==> config.mk <==
export PLATFORM = sky130hd
export DESIGN_NAME = error_diffusion_dither_unit
export DESIGN_NICKNAME = d
export VERILOG_FILES = /design/src/sv/edd_pkg.sv /design/src/sv/error_diffusion_dither_unit.sv /design/src/sv/edd_linebuf.sv /design/src/sv/edd_diffuse.sv
export SDC_FILE = /design/constraint.sdc
export NUM_CORES = 2
export LEC_CHECK = 0
export BUFFER_PORTS_ARGS = -buffer_cell sky130_fd_sc_hd__buf_2
export CORE_MARGIN = 2
export CORE_UTILIZATION = 35
export CTS_CLUSTER_DIAMETER = 100
export DETAILED_ROUTE_END_ITERATION = 8
export HOLD_SLACK_MARGIN = 0.06
export MAX_ROUTING_LAYER = met4
export PLACE_DENSITY = 0.63
export SYNTH_ARGS = -nofsm -noshare
export SYNTH_HDL_FRONTEND = slang
export SYNTH_HIERARCHICAL = 1
export SYNTH_SLANG_ARGS = --single-unit
==> constraint.sdc <==
create_clock -name aclk -period 12.7 [get_ports aclk]
set_input_delay 2.54 -clock aclk [delete_from_list [all_inputs] [get_ports aclk]]
set_output_delay 2.54 -clock aclk [all_outputs]
set_load 0.01 [all_outputs]
==> src/sv/edd_pkg.sv <==
// ----------------------------------------------------------------------------
// edd_pkg
// Shared types, sizes and helpers for the error-diffusion dither unit.
// ----------------------------------------------------------------------------
package edd_pkg;

    localparam int MAX_WIDTH  = 128;
    localparam int COL_W      = $clog2(MAX_WIDTH);
    localparam int ERR_W      = 9;
    localparam int GREY_W     = 8;
    localparam int CFG_W      = 8;
    localparam int PROD_W     = 12;
    localparam int SUM_W      = 11;
    localparam logic [CFG_W-1:0] WIDTH_RESET = 8'd100;

    typedef logic signed [ERR_W-1:0] err_t;

    // One pixel as it leaves the front stage.
    typedef struct packed {
        logic [GREY_W-1:0] grey;
        logic              frame_start;
        logic              first_row;
        logic              last;
        logic [COL_W-1:0]  col;
    } pix_t;

    // Line buffer write port.
    typedef struct packed {
        logic             en;
        logic [COL_W-1:0] addr;
        err_t             data;
    } lb_wr_t;

    // Divide by 16, truncating toward zero.
    function automatic err_t div16(input logic signed [PROD_W-1:0] p);
        logic signed [PROD_W-1:0] biased;
        logic signed [PROD_W-1:0] q;
        biased = p + (p[PROD_W-1] ? PROD_W'(15) : PROD_W'(0));
        q      = biased >>> 4;
        return q[ERR_W-1:0];
    endfunction

endpackage

==> src/sv/error_diffusion_dither_unit.sv <==
// ----------------------------------------------------------------------------
// error_diffusion_dither_unit
// Floyd-Steinberg dither of an 8-bit grey raster stream down to 1 bit/pixel.
// ----------------------------------------------------------------------------
// Takes one pixel per clock and returns one dithered pixel per clock while
// m_tready is high. Each pixel passes the front register, where its column is
// assigned and its line-buffer entry is read, then the diffusion stage, whose
// result lands in the output register. Throughput is one beat per cycle while
// m_tready is high, set by the single write port of the 128-entry line buffer;
// the row-end write is deferred into the next pixel's slot. Assert s_tuser on
// the first pixel of every frame; the first row then sees no error from
// above. Change image_width only while the stream is idle. Widths of 0 read as
// 1, widths above 128 read as 128. m_tlast marks the last pixel of each row.
// ----------------------------------------------------------------------------
module error_diffusion_dither_unit
    import edd_pkg::*;
(
    input  logic             aclk,
    input  logic             aresetn,
    input  logic             cfg_wr_en,
    input  logic [CFG_W-1:0] cfg_wr_data,   // image_width
    input  logic             s_tvalid,
    output logic             s_tready,
    input  logic [7:0]       s_tdata,       // [7:0] grey
    input  logic             s_tuser,       // frame_start
    output logic             m_tvalid,
    input  logic             m_tready,
    output logic [7:0]       m_tdata,       // [0] white, [7:1] zero
    output logic             m_tlast        // row_end
);

    logic [CFG_W-1:0] width_reg;
    logic [COL_W-1:0] col_reg;
    logic             fr_reg;
    logic             s1_valid_reg;
    pix_t             s1_reg;
    logic             m_valid_reg, m_white_reg, m_last_reg;

    logic             accept, fire;
    logic [CFG_W-1:0] w_eff;
    logic [COL_W-1:0] x;
    logic             last_x, first_row;
    pix_t             pix_next;
    lb_wr_t           wr;
    err_t             lb_data;
    logic             lb_vld, white;

    // Advance the diffusion stage whenever the output register frees up.
    assign fire     = s1_valid_reg && (!m_valid_reg || m_tready);
    assign s_tready = !s1_valid_reg || fire;
    assign accept   = s_tvalid && s_tready;

    // Front stage: column and row tracking, independent of pixel values.
    always_comb begin
        if (width_reg == '0) begin
            w_eff = CFG_W'(1);
        end else if (width_reg > CFG_W'(MAX_WIDTH)) begin
            w_eff = CFG_W'(MAX_WIDTH);
        end else begin
            w_eff = width_reg;
        end
        x         = s_tuser ? '0 : col_reg;
        first_row = s_tuser ? 1'b1 : fr_reg;
        last_x    = (CFG_W'(x) + CFG_W'(1)) >= w_eff;
        pix_next  = '{grey: s_tdata, frame_start: s_tuser, first_row: first_row,
                      last: last_x, col: x};
    end

    always_ff @(posedge aclk) begin
        if (!aresetn) begin
            width_reg <= WIDTH_RESET;
        end else if (cfg_wr_en) begin
            width_reg <= cfg_wr_data;
        end
    end

    always_ff @(posedge aclk) begin
        if (!aresetn) begin
            col_reg      <= '0;
            fr_reg       <= 1'b1;
            s1_valid_reg <= 1'b0;
        end else begin
            if (accept) begin
                col_reg      <= last_x ? '0 : x + COL_W'(1);
                fr_reg       <= last_x ? 1'b0 : first_row;
                s1_valid_reg <= 1'b1;
            end else if (fire) begin
                s1_valid_reg <= 1'b0;
            end
        end
    end

    // Payload of the front register: hold while stalled.
    always_ff @(posedge aclk) begin
        if (accept) begin
            s1_reg <= pix_next;
        end
    end

    // Read the entry above at accept time; the read data waits with the pixel.
    edd_linebuf u_linebuf (
        .aclk    (aclk),
        .aresetn (aresetn),
        .rd_en   (accept),
        .rd_addr (x),
        .wr      (wr),
        .rd_data (lb_data),
        .rd_vld  (lb_vld)
    );

    edd_diffuse u_diffuse (
        .aclk    (aclk),
        .aresetn (aresetn),
        .fire    (fire),
        .pix     (s1_reg),
        .lb_data (lb_data),
        .lb_vld  (lb_vld),
        .wr      (wr),
        .white   (white)
    );

    // Output register: parts the diffusion stage from the downstream stall.
    always_ff @(posedge aclk) begin
        if (!aresetn) begin
            m_valid_reg <= 1'b0;
        end else if (fire) begin
            m_valid_reg <= 1'b1;
        end else if (m_tready) begin
            m_valid_reg <= 1'b0;
        end
    end

    always_ff @(posedge aclk) begin
        if (fire) begin
            m_white_reg <= white;
            m_last_reg  <= s1_reg.last;
        end
    end

    assign m_tvalid = m_valid_reg;
    assign m_tdata  = {7'b0000000, m_white_reg};
    assign m_tlast  = m_last_reg;

endmodule

==> src/sv/edd_linebuf.sv <==
// ----------------------------------------------------------------------------
// edd_linebuf
// One-line error buffer: single write port, registered read with forwarding
// of a same-cycle write, and per-entry valid bits that flag unwritten entries.
// ----------------------------------------------------------------------------
module edd_linebuf
    import edd_pkg::*;
(
    input  logic             aclk,
    input  logic             aresetn,
    input  logic             rd_en,
    input  logic [COL_W-1:0] rd_addr,
    input  lb_wr_t           wr,
    output err_t             rd_data,
    output logic             rd_vld
);

    err_t                 mem [MAX_WIDTH];
    logic [MAX_WIDTH-1:0] vld_reg;
    err_t                 rd_data_reg;
    logic                 rd_vld_reg;
    logic                 fwd_hit;

    assign fwd_hit = wr.en && (wr.addr == rd_addr);

    always_ff @(posedge aclk) begin
        if (wr.en) begin
            mem[wr.addr] <= wr.data;
        end
        if (rd_en) begin
            rd_data_reg <= fwd_hit ? wr.data : mem[rd_addr];
        end
    end

    always_ff @(posedge aclk) begin
        if (!aresetn) begin
            vld_reg    <= '0;
            rd_vld_reg <= 1'b0;
        end else begin
            if (wr.en) begin
                vld_reg[wr.addr] <= 1'b1;
            end
            if (rd_en) begin
                rd_vld_reg <= vld_reg[rd_addr] || fwd_hit;
            end
        end
    end

    assign rd_data = rd_data_reg;
    assign rd_vld  = rd_vld_reg;

endmodule

==> src/sv/edd_diffuse.sv <==
// ----------------------------------------------------------------------------
// edd_diffuse
// Quantize one corrected pixel and spread its error to the neighbors; holds
// the right carry, the two pending below sums and a deferred row-end write.
// ----------------------------------------------------------------------------
module edd_diffuse
    import edd_pkg::*;
(
    input  logic   aclk,
    input  logic   aresetn,
    input  logic   fire,
    input  pix_t   pix,
    input  err_t   lb_data,
    input  logic   lb_vld,
    output lb_wr_t wr,
    output logic   white
);

    err_t   carry_reg, pl_reg, ph_reg;
    lb_wr_t dfr_reg;

    err_t carry, pl, ph, above;
    logic signed [SUM_W-1:0]  v, e_wide;
    err_t                     e;
    logic signed [PROD_W-1:0] e_ext;
    err_t s7, s3, s5, s1, here_sum;

    always_comb begin
        // Frame start clears the carries before this pixel.
        carry = pix.frame_start ? '0 : carry_reg;
        pl    = pix.frame_start ? '0 : pl_reg;
        ph    = pix.frame_start ? '0 : ph_reg;

        if (pix.first_row) begin
            above = '0;
        end else if (dfr_reg.en && (dfr_reg.addr == pix.col)) begin
            above = dfr_reg.data;
        end else if (lb_vld) begin
            above = lb_data;
        end else begin
            above = '0;
        end

        v      = $signed({3'b000, pix.grey}) + SUM_W'(carry) + SUM_W'(above);
        white  = (v >= SUM_W'(128));
        e_wide = white ? (v - SUM_W'(255)) : v;
        e      = e_wide[ERR_W-1:0];
        e_ext  = PROD_W'(e);

        s7 = div16(e_ext * PROD_W'(7));
        s3 = div16(e_ext * PROD_W'(3));
        s5 = div16(e_ext * PROD_W'(5));
        s1 = div16(e_ext);
        here_sum = ph + s5;

        // Column zero writes nothing of its own: flush the deferred entry.
        if (pix.col != '0) begin
            wr.en   = fire;
            wr.addr = pix.col - COL_W'(1);
            wr.data = pl + s3;
        end else begin
            wr.en   = fire && dfr_reg.en;
            wr.addr = dfr_reg.addr;
            wr.data = dfr_reg.data;
        end
    end

    always_ff @(posedge aclk) begin
        if (!aresetn) begin
            carry_reg <= '0;
            pl_reg    <= '0;
            ph_reg    <= '0;
            dfr_reg   <= '0;
        end else if (fire) begin
            if (pix.last) begin
                // Row end: hold the below write for the next pixel's free slot.
                dfr_reg   <= '{en: 1'b1, addr: pix.col, data: here_sum};
                carry_reg <= '0;
                pl_reg    <= '0;
                ph_reg    <= '0;
            end else begin
                if (pix.col == '0) begin
                    dfr_reg.en <= 1'b0;
                end
                carry_reg <= s7;
                pl_reg    <= here_sum;
                ph_reg    <= s1;
            end
        end
    end

endmodule
## Word-level counts from Yosys, hierarchy flattened

Memories as Yosys holds them, arrays and structs flattened. A register that Yosys moved wholly into a read port is not among the register bits.
Index checks and enable logic that the tools add are counted.
W data, S select, Z words.

- Add/subtract/negate cells: 12
- $mul: 3
- Div/mod/pow operators: 0
- Magnitude comparators: 6
- Equal/unequal tests: 2
- Shift operators: 0
- Mux-type cells: 33
- Bitwise operators: 1
- Reduce and logical (&&, ||, !) cells: 19

Operators with widths:

| cell | number |
|---|---|
| $or A128 B128 Y128 | 1 |
| $mux W9 | 10 |
| $add A12 B5 Y12 | 2 |
| $mul A9 B4 Y12 const B | 2 |
| $add A9 B8 Y9 | 2 |
| $mux W17 | 1 |
| $lt A7 B8 Y1 const B | 2 |
| $mux W4 | 4 |
| $mux W8 | 2 |
| $eq A7 B7 Y1 | 2 |
| $mux W7 | 2 |
| $add A12 B12 Y12 | 1 |
| $mul A9 B3 Y12 const B | 1 |
| $mux W1 | 12 |
| $add A10 B9 Y11 | 1 |
| $ge A11 B9 Y1 const B | 1 |
| $add A9 B5 Y10 | 1 |
| $add A9 B9 Y10 | 1 |
| $sub A9 B9 Y9 const B | 1 |
| $add A7 B1 Y8 const B | 1 |
| $ge A8 B8 Y1 | 1 |
| $gt A8 B8 Y1 const B | 1 |
| $logic_not A8 Y1 | 1 |
| $add A7 B1 Y7 const B | 1 |
| other kinds (11) | 22 |

- Flip-flop bits (word level): 211
- Latch bits: 0
- Memory bits (writable): 1152
- Bits in read-only memories: 0
- Input bits: 22
- Logic and storage cells: 97
- Memories kept: 1

Memories:

| name | words | bits a word | read ports | clocked after Yosys merged registers in | write ports | RTL line | source |
|---|---|---|---|---|---|---|---|
| u_linebuf.mem | 128 | 9 | 1 | 1 | 1 | edd_linebuf.sv:18 | `err_t mem [MAX_WIDTH];` |

## Logic depth before layout (Yosys ltp)

- Depth in word-level cells: 17
- Gate-level depth with buffers: 49
- Depth with buffers taken out: 46

## Modules after synthesis

The synthesis kept the hierarchy.

Modules (own cells, without submodules):

| module | instances | cells an instance | area each (um^2) |
|---|---|---|---|
| edd_linebuf | 1 | 2687 | 50046.7 |
| edd_diffuse | 1 | 729 | 5711.7 |
| error_diffusion_dither_unit | 1 | 155 | 1735.4 |

## Least setup slack after synthesis

Ideal clock, no wire load.

- Path type: reg2reg
- From: register s1_reg[3] in the netlist's numbering
- To: memory u_linebuf/mem[0][8] in the netlist's numbering (data pin)
- Arrival: 11.743 ns
- Setup slack: 0.058 ns
- Stages on the path, launching flop included: 45
- Path through: edfxtp_1 clkbuf_1 xnor2_1 nand4_1 nor2_1 clkbuf_1 nand2_1 a21oi_1 fa_1 ha_1 fa_1 a21o_1 a22oi_1 nand3_1 a31oi_2 a211oi_1 xnor2_1 inv_1 [... 9 more ...] o21ai_1 nand2_1 xnor2_1 nor2_1 xnor2_1 ha_1 fa_1 a21oi_1 nor2_1 nor2_1 nor2b_1 o21a_1 o21ai_0 nand2b_1 a21oi_1 xnor2_1 xnor2_1 a21oi_1

RTL lines:

| item | RTL line | source |
|---|---|---|
| start: declaration | error_diffusion_dither_unit.sv:36 | `pix_t s1_reg;` |
| start signal: assignment | error_diffusion_dither_unit.sv:96 | `s1_reg <= pix_next;` |
| end: declaration | edd_linebuf.sv:18 |  |

==> out/qor.txt <==
ROUTING
-----------------------------------------------------------------------------------------------------
Violation count after the first detailed-route iteration                                         3599
Post-detailed-route wirelength per cell                                                      23.77 um
# DRC                                                                                               0
Number of antenna-violating nets in the routed design                                               0
Vias                                                                                            31850
Final wirelength                                                                            140600 um
DR vias/cell                                                                                    5.387
First-pass iteration count of the detailed router                                                   8

GRT
-----------------------------------------------------------------------------------------------------
Busiest grt layer                                                                                met2
Global-route usage over all layers                                                             0.1707
Met3 layer usage reported by global route                                                     0.02930
Leftover overflow at the end of global routing                                                      0
Number of antenna violations at the first check in global routing                                   2
Wire length of the first global-routing pass                                                209100 um
Met2 usage                                                                                     0.2654
Vias in the first global route                                                                  31310
Global Route met1 Usage                                                                        0.2330
Maximum number of pins on one net before global-route repair                                      108

FINISH
-----------------------------------------------------------------------------------------------------
Summed area of non-filler cells in the final layout                                        64600 um^2
Most common library cell in the layout ignoring fill and taps                            sky130_fd_sc_hd__edfxtp_1
Utilization of the core after routing                                                          0.3964
Share of final-layout standard cells stronger than drive strength 1                            0.1565
Number of flip-flops in the largest register                                                     1152
Layout overhead on the synthesized area                                                        12.35%
Most frequent cells in the layout                                                        sky130_fd_sc_hd__edfxtp_1, sky130_fd_sc_hd__mux2i_1, sky130_fd_sc_hd__nor2_1
Final net count                                                                                  3746
Count of antenna diodes in the layout                                                               0

SYNTH
-----------------------------------------------------------------------------------------------------
Post-synthesis share of cell area spent on full adders, half adders and majority gates        0.02459
Synthesized-area fraction occupied by xor and xnor cells                                      0.01401
Mux contribution to synthesized area                                                           0.1195
Biggest area consumer among synthesized cells                                            sky130_fd_sc_hd__edfxtp_1
Gate count of the mapped netlist                                                                 3571
Dominant combinational cell family by area after synthesis                               multiplexers
Synthesized-area fraction occupied by and/or/nand/nor cells                                   0.05310
Number of synthesized flops with an enable pin                                                   1181
Share of flip-flops with an asynchronous set or reset                                               0
Most used flip-flop cell after synthesis                                                 sky130_fd_sc_hd__edfxtp_1
Cell types occupying the most area after synthesis                                       sky130_fd_sc_hd__edfxtp_1, sky130_fd_sc_hd__mux4_2, sky130_fd_sc_hd__dfxtp_1
Register area share after synthesis                                                            0.6819
Share of the synthesized area in the top cell type                                             0.6168
Number of warnings reported in the yosys synthesis log                                              6
Number of distinct library cells after synthesis                                                   89
Mean area per synthesized cell                                                             16.10 um^2
Complex-gate fraction of the synthesized area                                                 0.08387
Flip-flop and latch count after synthesis                                                        1368
Post-synth design cell area                                                                57490 um^2

CRITICAL PATH
-----------------------------------------------------------------------------------------------------
Worst stage delay on the critical path                                                        1.04 ns
Endpoint required time on the critical path                                                  13.27 ns
Startpoint of the worst register-to-register path                                           s1_reg[2]
R2R cell count                                                                                     43
Startpoint Class                                                                             register
Data arrival time of the critical path                                                       11.96 ns
Category of the critical setup timing path                                               register to register
Critical register-to-register path endpoint                                              u_linebuf/mem[111][8]
Standard cell with the maximum stage delay on the critical path                          sky130_fd_sc_hd__a21oi_4
Setup crit end kind                                                                          register
Critical Path Source                                                                        s1_reg[2]
Most frequent cell on the critical path                                                  sky130_fd_sc_hd__xnor2_1
Capturing element of the worst setup path                                                u_linebuf/mem[111][8]
Minimum setup slack among reg-to-reg paths                                                    1.31 ns
Maximum fanout count along the critical path                                                       38

POWER
-----------------------------------------------------------------------------------------------------
Combinational share of power                                                                    0.360
Maximum resistive drop on vdd                                                               0.7213 mV
Internal power                                                                               12580 uW
Clock group share of total power                                                                0.202
Switching component of the power                                                              7386 uW
Reg power frac                                                                                  0.438
Pwr dens                                                                                 309.2 nW/um^2
Cell leakage power                                                                         0.02044 uW
Power Total                                                                                  19970 uW
Proportion of total power due to net switching                                                 0.3698

FLOORPLANNING
-----------------------------------------------------------------------------------------------------
Core Box Area                                                                             163000 um^2
Vert. Die Dim                                                                                409.3 um
Effective utilization at floorplan                                                             0.3528
I/O pin cnt                                                                                        33
Die boundary width                                                                           409.3 um
Die Area                                                                                  167500 um^2
Number of placement rows                                                                          148

TIMING
-----------------------------------------------------------------------------------------------------
Headroom to the max-slew limit                                                                0.09085
Highest achievable clock rate                                                               87.83 MHz
Max Clock Skew                                                                             0.03356 ns
Setup tns final                                                                                  0 ns
Post-route minimum period                                                                    11.39 ns
Final hold violations                                                                               0
Slew at the pin closest to its max-slew limit                                                1.361 ns
Max-slew violations                                                                                 0
Total of endpoints with negative setup slack in the final report                                    0
Setup repair after global routing missed its margin                                             false
Period utilisation layout                                                                      0.8965

CLOCKING
-----------------------------------------------------------------------------------------------------
Number of buffers inserted to repair setup after CTS                                                0
Clock sink count                                                                                 1368
Clock tree root buffer cell                                                              sky130_fd_sc_hd__clkbuf_16
Clock latency at the later pin of the worst-skew pair                                         0.77 ns
Clock tree from TritonCTS                                                                         yes
Number of buffers on the longest clock path                                                         3
Cts-stage hold buffer count                                                                         0
Clock Pin Slew Worst Setup and Hold Paths                                                     0.06 ns
CTS H-Tree Depth                                                                                    4
Total of cells resized after clock tree synthesis                                                   0
Clock buffer count from CTS                                                                       142

PLACED DESIGN
-----------------------------------------------------------------------------------------------------
DPL Wire Length                                                                              86680 um
Routability congestion estimate                                                                0.8721
Post-Place Cell Area                                                                       60080 um^2
PortBufs                                                                                           25

RUN
-----------------------------------------------------------------------------------------------------
Number of maximum-capacitance violations                                                            0

MIN PATH
-----------------------------------------------------------------------------------------------------
Depth of the worst hold-timing path                                                                 2
Worst hold-check path type                                                               register to register

RUN STATUS
-----------------------------------------------------------------------------------------------------
Result of the run                                                                        finished clean

## logic make-up (layout without fill, tap and decap cells)
logic type | count (synthesis) | in the layout
adder cells (fa/ha/maj) | 101 | 101
other | 1 | 7
flip-flops | 1368 | 1368
AND/OR/NAND/NOR | 611 | 611
multiplexers | 445 | 445
buffers and inverters | 272 | 433
AO/OA/AOI/OAI | 681 | 681
XOR/XNOR | 92 | 92
## layer usage
metal  vias up  wire length [um]  part of all wire
met5         -                 0                 0
met4         0              2811             0.020
met3       187             10360             0.074
met2      1143             66890              0.48
met1     16400             60510              0.43
li1      14130                 -                 -
## cells in the mapped netlist, drive strengths merged (26+ instances only)
master,instances
edfxtp,1181
mux2i,206
nor2,193
mux4,188
dfxtp,187
o21a,143
nand2,121
a22oi,109
clkbuf,107
nor2b,103
buf,97
a21oi,90
a211oi,81
ha,81
o22ai,75
xnor2,71
inv,67
mux2,51
o21ai,37
nand3,29
or3,29
nor3,26
## final cells by class
type | count | area [um^2]
tap | 2175 | 2721
sequential | 1368 | 39210
multi-input combinational | 1937 | 17120
timing repair buffer | 106 | 777.0
clock inverter | 69 | 593.1
clock buffer | 190 | 3921
fill | 14750 | 98360
inverter | 68 | 257.7
## power by group through the flow
| stage | Combinational, uW | Clock [uW] | Sequential [uW] |
|---|---|---|---|
| floorplan | 3630 | 0 | 8420 |
| global placement | 7040 | 0 | 8840 |
| detailed placement | 7270 | 0 | 8850 |
| CTS | 7290 | 4100 | 8750 |
| global route | 7930 | 4270 | 8770 |
| finish | 7190 | 4020 | 8760 |
## critical path, delay by kind of cell (launching register included)
kind                     cells  cell delay, ns
AO/OA/AOI/OAI               15            4.12
buffers and inverters        4            0.86
flip-flops                   1            0.49
XOR/XNOR                     6            1.32
AND/OR/NAND/NOR             12            2.32
adder cells (fa/ha/maj)      6            2.02
## worst min path at each step
stage	from	endpoint	slack, ns
after floorplan	u_diffuse/carry_reg[0]	u_diffuse/carry_reg[0]	0.42
after global routing	u_linebuf/vld_reg[79]	u_linebuf/vld_reg[79]	0.47
after CTS	u_diffuse/ph_reg[2]	u_diffuse/ph_reg[2]	0.45
after detailed placement	u_diffuse/ph_reg[2]	u_diffuse/ph_reg[2]	0.44
final	u_diffuse/ph_reg[2]	u_diffuse/ph_reg[2]	0.44
after global placement	u_diffuse/ph_reg[2]	u_diffuse/ph_reg[2]	0.43
## metrics by stage
stage / hold slack (ns) / worst slack [ns] / cells
6_report: 0.4426 / 1.315 / 5913
5_1_grt: 0.4678 / 0.2629 / 5913
4_1_cts: 0.4481 / 1.366 / 5913
3_5_place_dp: 0.4352 / 1.430 / 5654
3_3_place_gp: 0.4331 / 1.650 / 5654
2_1_floorplan: 0.4171 / 0.05790 / 3577
No activity file was read; power rests on OpenSTA's default activity.
